### src/hdl/assert_macros.svh
// Assertion macros for the subnet address pool allocator RTL.
`ifndef ASSERT_MACROS_SVH
`define ASSERT_MACROS_SVH

// Check a property on every rising clock edge outside of reset.
`define SAPA_ASSERT(label, clk, rst_n, prop, msg) \
  label: assert property (@(posedge clk) disable iff (!rst_n) (prop)) else $error(msg);

// Check that a condition never holds on a rising clock edge outside of reset.
`define SAPA_ASSERT_NEVER(label, clk, rst_n, cond, msg) \
  label: assert property (@(posedge clk) disable iff (!rst_n) !(cond)) else $error(msg);

`endif

### src/hdl/sapa_pkg.sv
// Shared constants and types of the subnet address pool allocator.
`timescale 1ns / 1ps

package sapa_pkg;

  // Default largest host part, in bits.
  localparam int unsigned MAX_HOST_BITS = 10;

  // Largest bitmap word, as log2 of its bit count.
  localparam int unsigned WORD_LG_MAX = 5;

  localparam int unsigned IP_ADDR_W    = 32;
  localparam int unsigned PREFIX_W     = 5;
  localparam int unsigned FREE_COUNT_W = 11;
  localparam int unsigned CFG_INDEX_W  = 1;

  localparam logic [PREFIX_W-1:0] PREFIX_RESET = 5'd24;
  localparam int unsigned         PREFIX_MAX   = 30;
  localparam int unsigned         RESERVED_HOSTS = 3;

  typedef enum logic [CFG_INDEX_W-1:0] {
    REG_NETWORK_ADDRESS = 1'b0,
    REG_PREFIX_LENGTH   = 1'b1
  } cfg_reg_e;

  typedef enum logic {
    REQ_ALLOC = 1'b0,
    REQ_FREE  = 1'b1
  } req_e;

  typedef enum logic [1:0] {
    ST_OK         = 2'd0,
    ST_NOT_IN_NET = 2'd1,
    ST_NOT_FOUND  = 2'd2
  } status_e;

endpackage

### src/hdl/sapa_bitmap_ram.sv
// Simple dual-port bitmap memory with one write port and a registered read port.
`timescale 1ns / 1ps

module sapa_bitmap_ram #(
  parameter int unsigned Depth = 32,
  parameter int unsigned AddrW = 5,
  parameter int unsigned DataW = 32
) (
  input  logic             clk_i,
  input  logic             we_i,
  input  logic [AddrW-1:0] waddr_i,
  input  logic [DataW-1:0] wdata_i,
  input  logic [AddrW-1:0] raddr_i,
  output logic [DataW-1:0] rdata_o
);

  logic [DataW-1:0] mem [Depth];
  logic [DataW-1:0] rdata_q;

  always_ff @(posedge clk_i) begin
    if (we_i) begin
      mem[waddr_i] <= wdata_i;
    end
  end

  always_ff @(posedge clk_i) begin
    rdata_q <= mem[raddr_i];
  end

  assign rdata_o = rdata_q;

endmodule

### src/hdl/subnet_address_pool_allocator_core.sv
// Top level of the subnet address pool allocator: control, search and bookkeeping.
`timescale 1ns / 1ps
`include "assert_macros.svh"

// Address pool allocator for one IPv4 subnet.
// Requests come in on start/req_type_i/address_i and are taken at a rising edge
// with start high and busy low. Each request returns exactly one result beat on
// status_o/granted_address_o/free_count_o, marked by done_o for one cycle; the
// receiver cannot stall, so every beat must be captured when done_o is high.
// Configuration goes through cfg_we_i/cfg_index_i/cfg_wdata_i (0 network
// address, 1 prefix length); the user must write it only while the block is
// idle, which the block itself does not enforce. The used map lives in a
// bitmap RAM of 2^MaxHostBits bits in words of up to 32 bits (32 words at
// the default). An address outside the subnet is answered in the cycle after
// acceptance. A free takes one RAM read: its word is read at acceptance and
// checked in the scan state, which raises the beat. An allocate scans one
// word per cycle from the word of the start host up to the top word of the
// pool, 1 to NumWords words. Busy is low again during the beat cycle, so the
// next request can be taken at the edge that ends the beat. Reset and every
// configuration write start a clearing pass that rewrites all NumWords words
// with hosts 0, all-ones, all-ones minus one reserved; busy is high in the pass.

module subnet_address_pool_allocator_core #(
  parameter int unsigned MaxHostBits = sapa_pkg::MAX_HOST_BITS
) (
  input  logic                                 clk_i,
  input  logic                                 rst_ni,
  // Configuration write port
  input  logic                                 cfg_we_i,
  input  logic [sapa_pkg::CFG_INDEX_W-1:0]     cfg_index_i,
  input  logic [sapa_pkg::IP_ADDR_W-1:0]       cfg_wdata_i,
  // Request channel
  input  logic                                 start,
  output logic                                 busy,
  input  logic                                 req_type_i,
  input  logic [sapa_pkg::IP_ADDR_W-1:0]       address_i,
  // Result channel
  output logic                                 done_o,
  output logic [1:0]                           status_o,
  output logic [sapa_pkg::IP_ADDR_W-1:0]       granted_address_o,
  output logic [sapa_pkg::FREE_COUNT_W-1:0]    free_count_o
);

  // Bitmap geometry: words of up to 32 host bits.
  localparam int unsigned WordLg   = (MaxHostBits < sapa_pkg::WORD_LG_MAX) ?
                                     MaxHostBits : sapa_pkg::WORD_LG_MAX;
  localparam int unsigned WordBits = 1 << WordLg;
  localparam int unsigned NumWords = 1 << (MaxHostBits - WordLg);
  localparam int unsigned AddrW    = (MaxHostBits > WordLg) ? MaxHostBits - WordLg : 1;
  localparam int unsigned CntW     = MaxHostBits + 1;
  localparam int unsigned AW       = sapa_pkg::IP_ADDR_W;

  localparam logic [5:0] PrefixMin = 6'(32 - MaxHostBits);
  localparam logic [5:0] PrefixMax = 6'(sapa_pkg::PREFIX_MAX);

  typedef enum logic [1:0] {
    S_CLEAR,
    S_IDLE,
    S_SCAN
  } state_e;

  // Lowest set bit of a word.
  function automatic logic [WordLg-1:0] lowest_one(input logic [WordBits-1:0] v);
    logic [WordLg-1:0] idx;
    idx = '0;
    for (int i = WordBits - 1; i >= 0; i--) begin
      if (v[i]) begin
        idx = WordLg'(i);
      end
    end
    return idx;
  endfunction

  state_e                            state_q;
  logic [AddrW-1:0]                  clr_q;
  logic [AW-1:0]                     net_q;
  logic [sapa_pkg::PREFIX_W-1:0]     prefix_q;
  logic [CntW-1:0]                   total_q;
  logic                              done_q;
  sapa_pkg::status_e                 status_q;
  logic [AW-1:0]                     granted_q;
  logic [sapa_pkg::FREE_COUNT_W-1:0] free_q;
  sapa_pkg::req_e                    req_q;
  logic [AddrW-1:0]                  w_q;
  logic [WordLg-1:0]                 h_lo_q;
  logic                              first_q;

  // Derived subnet geometry
  logic [5:0]             prefix_eff;
  logic [5:0]             host_bits;
  logic [CntW-1:0]        pool_size;
  logic [CntW-1:0]        hm_wide;
  logic [MaxHostBits-1:0] hm;
  logic [AW-1:0]          pfx_mask;
  logic [AddrW-1:0]       top_word;
  logic [WordLg-1:0]      top_lo;

  // Request decode
  logic                   in_net;
  logic [AW-1:0]          sel_addr;
  logic [MaxHostBits-1:0] h0;
  logic [AddrW-1:0]       w0;

  // Word search
  logic [WordBits-1:0]    rd_word;
  logic [WordBits-1:0]    below;
  logic [WordBits-1:0]    beyond;
  logic [WordBits-1:0]    avail;
  logic                   hit_alloc;
  logic [WordLg-1:0]      hit_lo;
  logic                   bit_set;
  logic                   at_top;
  logic [MaxHostBits-1:0] h_found;
  logic [WordBits-1:0]    res_word;

  // Counts
  logic [CntW-1:0]                   total_inc;
  logic [CntW-1:0]                   total_dec;
  logic [AW-1:0]                     diff_now;
  logic [AW-1:0]                     diff_inc;
  logic [AW-1:0]                     diff_dec;

  // RAM port
  logic                 ram_we;
  logic [AddrW-1:0]     ram_waddr;
  logic [WordBits-1:0]  ram_wdata;
  logic [AddrW-1:0]     ram_raddr;

  // Saturate the prefix into the supported range and derive the host mask.
  always_comb begin
    prefix_eff = {1'b0, prefix_q};
    if (prefix_eff < PrefixMin) begin
      prefix_eff = PrefixMin;
    end
    if (prefix_eff > PrefixMax) begin
      prefix_eff = PrefixMax;
    end
    host_bits = 6'd32 - prefix_eff;
    pool_size = CntW'(1) << host_bits;
    hm_wide   = pool_size - CntW'(1);
    hm        = hm_wide[MaxHostBits-1:0];
    pfx_mask  = ~AW'(hm);
    top_word  = AddrW'(hm >> WordLg);
    top_lo    = hm[WordLg-1:0];
  end

  // Decode the request at the port; an all-zero prefix counts as inside.
  always_comb begin
    in_net = ((address_i & pfx_mask) == (net_q & pfx_mask)) ||
             ((address_i & pfx_mask) == '0);
    // Address 0 on allocate starts the search at the network's host bits.
    if ((sapa_pkg::req_e'(req_type_i) == sapa_pkg::REQ_ALLOC) && (address_i == '0)) begin
      sel_addr = net_q;
    end else begin
      sel_addr = address_i;
    end
    h0 = sel_addr[MaxHostBits-1:0] & hm;
    w0 = AddrW'(h0 >> WordLg);
  end

  // Search the word read for this step.
  always_comb begin
    // Hide hosts below the start host in the first word and above the pool top.
    below  = first_q ? ((WordBits'(1) << h_lo_q) - WordBits'(1)) : '0;
    at_top = (w_q == top_word);
    beyond = at_top ?
             ~({WordBits{1'b1}} >> (WordLg'(WordBits - 1) - top_lo)) : '0;
    avail     = ~(rd_word | below | beyond);
    hit_alloc = |avail;
    hit_lo    = lowest_one(avail);
    bit_set   = rd_word[h_lo_q];
    h_found   = MaxHostBits'({w_q, hit_lo});
  end

  // Reserved pattern for the word being cleared.
  always_comb begin
    res_word = '0;
    if (clr_q == '0) begin
      res_word[0] = 1'b1;
    end
    if (clr_q == top_word) begin
      res_word = res_word | (WordBits'(1) << top_lo) |
                 (WordBits'(1) << (top_lo - WordLg'(1)));
    end
  end

  // Free count before and after the request.
  always_comb begin
    total_inc = total_q + CntW'(1);
    total_dec = total_q - CntW'(1);
    diff_now  = AW'(pool_size) - AW'(total_q);
    diff_inc  = AW'(pool_size) - AW'(total_inc);
    diff_dec  = AW'(pool_size) - AW'(total_dec);
  end

  // Steer the RAM: sweep writes while clearing, write back on a hit while scanning.
  always_comb begin
    ram_we    = 1'b0;
    ram_waddr = w_q;
    ram_wdata = rd_word;
    ram_raddr = '0;
    unique case (state_q)
      S_CLEAR: begin
        ram_we    = 1'b1;
        ram_waddr = clr_q;
        ram_wdata = res_word;
      end
      S_IDLE: begin
        ram_raddr = w0;
      end
      S_SCAN: begin
        // Prefetch the next word in case this one is full.
        ram_raddr = w_q + AddrW'(1);
        if (req_q == sapa_pkg::REQ_FREE) begin
          ram_we    = bit_set;
          ram_wdata = rd_word & ~(WordBits'(1) << h_lo_q);
        end else begin
          ram_we    = hit_alloc;
          ram_wdata = rd_word | (WordBits'(1) << hit_lo);
        end
      end
    endcase
  end

  sapa_bitmap_ram #(
    .Depth (NumWords),
    .AddrW (AddrW),
    .DataW (WordBits)
  ) u_map (
    .clk_i   (clk_i),
    .we_i    (ram_we),
    .waddr_i (ram_waddr),
    .wdata_i (ram_wdata),
    .raddr_i (ram_raddr),
    .rdata_o (rd_word)
  );

  // Control, configuration and result registers.
  always_ff @(posedge clk_i or negedge rst_ni) begin
    if (!rst_ni) begin
      state_q   <= S_CLEAR;
      clr_q     <= '0;
      net_q     <= '0;
      prefix_q  <= sapa_pkg::PREFIX_RESET;
      total_q   <= CntW'(sapa_pkg::RESERVED_HOSTS);
      done_q    <= 1'b0;
      status_q  <= sapa_pkg::ST_OK;
      granted_q <= '0;
      free_q    <= '0;
      req_q     <= sapa_pkg::REQ_ALLOC;
      w_q       <= '0;
      h_lo_q    <= '0;
      first_q   <= 1'b0;
    end else begin
      done_q <= 1'b0;
      if (cfg_we_i) begin
        unique case (sapa_pkg::cfg_reg_e'(cfg_index_i))
          sapa_pkg::REG_NETWORK_ADDRESS: net_q    <= cfg_wdata_i;
          sapa_pkg::REG_PREFIX_LENGTH:   prefix_q <= cfg_wdata_i[sapa_pkg::PREFIX_W-1:0];
        endcase
        // Restart the clearing pass under the new geometry.
        total_q <= CntW'(sapa_pkg::RESERVED_HOSTS);
        clr_q   <= '0;
        state_q <= S_CLEAR;
      end else begin
        unique case (state_q)
          S_CLEAR: begin
            clr_q <= clr_q + AddrW'(1);
            if (clr_q == AddrW'(NumWords - 1)) begin
              state_q <= S_IDLE;
            end
          end
          S_IDLE: begin
            if (start) begin
              if (!in_net) begin
                // Reject at once; the map is untouched.
                done_q    <= 1'b1;
                status_q  <= sapa_pkg::ST_NOT_IN_NET;
                granted_q <= '0;
                free_q    <= diff_now[sapa_pkg::FREE_COUNT_W-1:0];
              end else begin
                req_q   <= sapa_pkg::req_e'(req_type_i);
                w_q     <= w0;
                h_lo_q  <= h0[WordLg-1:0];
                first_q <= 1'b1;
                state_q <= S_SCAN;
              end
            end
          end
          S_SCAN: begin
            if (req_q == sapa_pkg::REQ_FREE) begin
              done_q    <= 1'b1;
              granted_q <= '0;
              state_q   <= S_IDLE;
              if (bit_set) begin
                total_q  <= total_dec;
                status_q <= sapa_pkg::ST_OK;
                free_q   <= diff_dec[sapa_pkg::FREE_COUNT_W-1:0];
              end else begin
                status_q <= sapa_pkg::ST_NOT_FOUND;
                free_q   <= diff_now[sapa_pkg::FREE_COUNT_W-1:0];
              end
            end else if (hit_alloc) begin
              // Grant the first free host found; it carries the configured prefix.
              done_q    <= 1'b1;
              total_q   <= total_inc;
              status_q  <= sapa_pkg::ST_OK;
              granted_q <= (net_q & pfx_mask) | AW'(h_found);
              free_q    <= diff_inc[sapa_pkg::FREE_COUNT_W-1:0];
              state_q   <= S_IDLE;
            end else if (at_top) begin
              // Pool exhausted above the start host.
              done_q    <= 1'b1;
              status_q  <= sapa_pkg::ST_NOT_FOUND;
              granted_q <= '0;
              free_q    <= diff_now[sapa_pkg::FREE_COUNT_W-1:0];
              state_q   <= S_IDLE;
            end else begin
              // Advance to the next word; its read is already in flight.
              w_q     <= w_q + AddrW'(1);
              first_q <= 1'b0;
            end
          end
        endcase
      end
    end
  end

  assign busy              = (state_q != S_IDLE);
  assign done_o            = done_q;
  assign status_o          = status_q;
  assign granted_address_o = granted_q;
  assign free_count_o      = free_q;

  // A beat follows either a scan step or a request rejected at acceptance.
  `SAPA_ASSERT(a_done_has_source, clk_i, rst_ni, done_o |-> ($past(state_q == S_SCAN) || $past(start && !busy)), "result beat without a request")

  // The used count never exceeds the pool.
  `SAPA_ASSERT_NEVER(a_total_bound, clk_i, rst_ni, total_q > pool_size, "used count above pool size")

  // A failed request never carries an address.
  `SAPA_ASSERT(a_fail_no_grant, clk_i, rst_ni, (done_o && (status_q != sapa_pkg::ST_OK)) |-> (granted_address_o == '0), "address granted on failure")

  // The map is not touched by requests while it is being cleared.
  `SAPA_ASSERT(a_clear_blocks, clk_i, rst_ni, (state_q == S_CLEAR) |=> !done_o, "result beat during clearing pass")

endmodule

### config.mk
export PLATFORM = sky130hd
export DESIGN_NAME = subnet_address_pool_allocator_core
export DESIGN_NICKNAME = d
export VERILOG_FILES = /design/src/hdl/sapa_pkg.sv /design/src/hdl/sapa_bitmap_ram.sv /design/src/hdl/subnet_address_pool_allocator_core.sv
export VERILOG_INCLUDE_DIRS = /design/src /design/src/hdl
export SDC_FILE = /design/constraint.sdc
export NUM_CORES = 1
export LEC_CHECK = 0
export BUFFER_PORTS_ARGS = -buffer_cell sky130_fd_sc_hd__buf_2
export CORE_MARGIN = 3
export CORE_UTILIZATION = 32
export DETAILED_ROUTE_END_ITERATION = 7
export PLACE_DENSITY = 0.51
export SLEW_MARGIN = 5
export SYNTH_ARGS = -nofsm -noshare
export SYNTH_HDL_FRONTEND = slang
export SYNTH_HIERARCHICAL = 1
export SYNTH_SLANG_ARGS = --single-unit
### constraint.sdc
create_clock -name clk_i -period 12.1 [get_ports clk_i]
set_clock_uncertainty 0.05 [all_clocks]
set_input_delay 0 -clock clk_i [delete_from_list [all_inputs] [get_ports clk_i]]
set_output_delay 0 -clock clk_i [all_outputs]
set_load 0.02 [all_outputs]
==> reports/metrics.cfg <==
[layout]
most_common_library_cell_in_the_layout_ignoring_fill_and_taps = edfxtp_1
commonest_cells_after_routing_fill_and_taps_aside = edfxtp_1 (1,024), mux2i_1 (527), nand2_1 (215), a21oi_1 (209), o21ai_0 (183)
drive_gt1_share_pct = 12.9
layout.nets = 4107
syn2layout_area_growth_pct = 14.6
final.fill_count = 15600
postLayoutCoreUtil_pct = 37.0

[clock_network]
tritoncts = yes
cts_setup_buffers = 0
clk_path_buf_depth = 3
cts_max_level = 3
ctsRootBufferMaster = clkbuf_16
tritoncts.num_buffers = 117
clk_latency_ns = 0.75
clkSlewWorstSetupHoldPaths_ns = 0.06
tritoncts_num_sinks = 1169

[sta]
max_freq_mhz = 103
fin_max_slew_vios = 0
finalHoldViolCount = 0
final.setup.tns_ns = 0
rsz0062_at_grt = no
finalCriticalPeriod_ns = 9.67
timing.slew.headroom_pct = 17.8
final.setup.worst_slack_ns = 2.43
timing.final.setup_violations = 0
tightestPinTransition_ns = 1.23
period_share_pct = 79.9

[min_path]
hold_path.startpoint = cfg_wdata_i[9]
hold_path_end = net_q[9]
hold_class = input port to flip-flop
worstHoldPathCells = 3

[critical_path]
crit_path_start_kind = flip-flop
timing.critical_path.slowest_cell_delay_ns = 1.11
timing_worst_setup_path_type = flip-flop to flip-flop
path_cells = and2_1 -> nand2b_1 -> inv_1 -> ha_1 -> inv_1 -> o21a_1 -> nor2_1 -> nand2_1 -> ha_1 -> nand2_1 -> o22ai_1 -> o211ai_1 -> nand4_4 -> xnor2_2 -> nand3_1 -> or4_1 -> and4_1 -> o221ai_1 -> a21oi_1 -> nor2b_1 -> a41o_1
r2r-end = u_map/mem[3][2]
rr_worst_depth = 21
regToRegSetupSlack_ns = 2.43
worst_path_arrival_time_ns = 9.98
crit_path_top_delay_cell = a41o_1
worstPathMaxFanout = 32
worstReg2RegStart = prefix_q[3]
cp_data_required_time_ns = 12.42
cp-end-kind = flip-flop

[floorplanning]
io-pin-count = 117
start_util_pct = 32.3
design.core.area_um2 = 163000
placementRows = 148
die_height_um = 412
width_of_the_die_um = 412
die_area_um2 = 170000

[logic_synthesis]
synth_cells = 3832
asyncSetResetFlopFracSynth_pct = 9.67
avgSynthCellArea_um2 = 13.8
synth_nets = 3956
synth.distinct_cells = 101
synth-warning-count = 6
mappedNetlistArea_um2 = 52800
synth-edff-count = 1024
postSynth.topFlopCell = edfxtp_1
sequential_fraction_of_the_synthesis_area_pct = 64.9
synth-seq-cells = 1169

[routing]
route.detailed.vias_per_inst = 5.37
vias = 33600
first_pass_iters = 8
finalWirelength_um = 154000
detailedRoute.firstIterationViolations = 3195
wl_per_cell_um = 24.5
detail_route.drc_violations = 0
antenna_left = 0

[placed_design]
gpl.final_weighted_congestion = 0.948
pre_cts_setup_slack_ns = 2.71
estimated_wirelength_of_the_detail_placed_design_um = 96600
numPortBuffers = 116

[power]
powerDensity_nw_per_um2 = 158
standby_leakage_power_nw = 18.6
max-vdd-ir-drop_mv = 0.116

[outcome]
status = finished clean

[global_route]
groute.usage.overall_pct = 17.6
grt_overflow = 0
grt_first_pass_wirelength_um = 224000
grt_antenna_before_repair = 5
via_count_of_the_first_global_routing_pass = 32400
pin_count_of_the_biggest_net_entering_global_routing = 96

[flow_run]
max_cap_viol_count = 0

-- worst max-delay path by stage --
| stage | start | endpoint | slack [ns] | cells past startpoint |
|---|---|---|---|---|
| floorplan | prefix_q[3] | u_map/mem[0][16] | 4.29 | 24 |
| finish | prefix_q[3] | u_map/mem[3][2] | 2.43 | 21 |
| CTS | prefix_q[3] | u_map/mem[3][2] | 2.69 | 21 |
| global route | prefix_q[3] | u_map/mem[5][26] | 1.80 | 21 |
| global placement | prefix_q[3] | u_map/mem[6][2] | 2.80 | 21 |
| detailed placement | prefix_q[3] | u_map/mem[6][2] | 2.71 | 21 |
-- where the power goes --
group,switching [mW],internal [mW]
clock,1.56,2.08
sequential,0.148,4.53
combinational,0.868,0.401
-- critical path: cells and delay by family (launching register included) --
| family | cells | cell delay [ns] |
|---|---|---|
| simple gates | 10 | 4.25 |
| flops | 1 | 0.60 |
| fa+ha+maj | 2 | 0.84 |
| compound gates | 6 | 2.41 |
| buf+inv | 2 | 0.29 |
| xor+xnor | 1 | 0.81 |
-- what timing repair did --
item	in CTS	in global routing
gates resized for setup	0	0
hold buffers	76	0
endpoints found under the hold margin	115	0
-- kinds of logic after synthesis --
family | Yosys count | synth area share (%)
flip-flops | 1169 | 64.9
XOR/XNOR | 87 | 1.47
AO/OA/AOI/OAI | 888 | 11.3
buffers and inverters | 293 | 2.68
adder cells (fa/ha/maj) | 54 | 1.32
multiplexers | 583 | 11.4
AND/OR/NAND/NOR | 758 | 6.94
-- registers in the layout, summed over array words and instances, names as in the netlist, 5 cells and up --
signal	flops
clr_q	5
h_lo_q	5
free_count_o	11
granted_address_o	32
prefix_q	5
w_q	5
u_map/mem	1024
total_q	11
u_map/rdata_o	32
net_q	32
-- cells in the mapped netlist, types with 46 or more instances --
cell	number	share of area (%)
ha_1	51	1.2
xnor2_1	58	0.96
a21oi_1	209	2.0
nand3_1	122	1.2
nand2_1	216	1.5
inv_1	60	0.43
dfrtp_1	109	5.2
mux2_2	46	0.98
a31oi_1	47	0.56
nor2_1	166	1.2
edfxtp_1	1024	58
mux2i_1	527	10
clkbuf_1	115	0.82
a22o_1	87	1.4
a22oi_1	128	1.8
o21ai_0	184	1.7
nor3_1	61	0.58
-- area by class of cell --
type                       instances  area [um^2]  share of cell area [%]
clock inverter                    62          617                    1.02
tap                             2175         2720                    4.50
inverter                          62          233                   0.385
multi-input combinational       2370        17400                    28.9
sequential                      1169        34200                    56.6
antenna                            3         7.51                  0.0124
clock buffer                     160         3250                    5.38
timing repair buffer             263         1970                    3.26
-- per-stage QoR --
stage          instance area, um^2  total power, mW  hold slack [ns]  instances
6_report                     60500             9.58           0.0628       6264
5_1_grt                      60500             9.94           0.0331       6261
4_1_cts                      60500             9.65          0.00379       6261
3_5_place_dp                 55800             5.98           0.0562       5963
3_3_place_gp                 55800             5.99           0.0434       5963
2_1_floorplan                52800             5.45           -0.346       3832
-- per-layer routing --
| layer | wire [um] | GRT usage [%] |
|---|---|---|
| met1 | 71300 | 25.7 |
| met2 | 69800 | 27.4 |
| met3 | 8770 | 2.49 |
| met4 | 3620 | 4.45 |
| met5 | 0 | 0 |
Power figures use the tool's default switching activity.
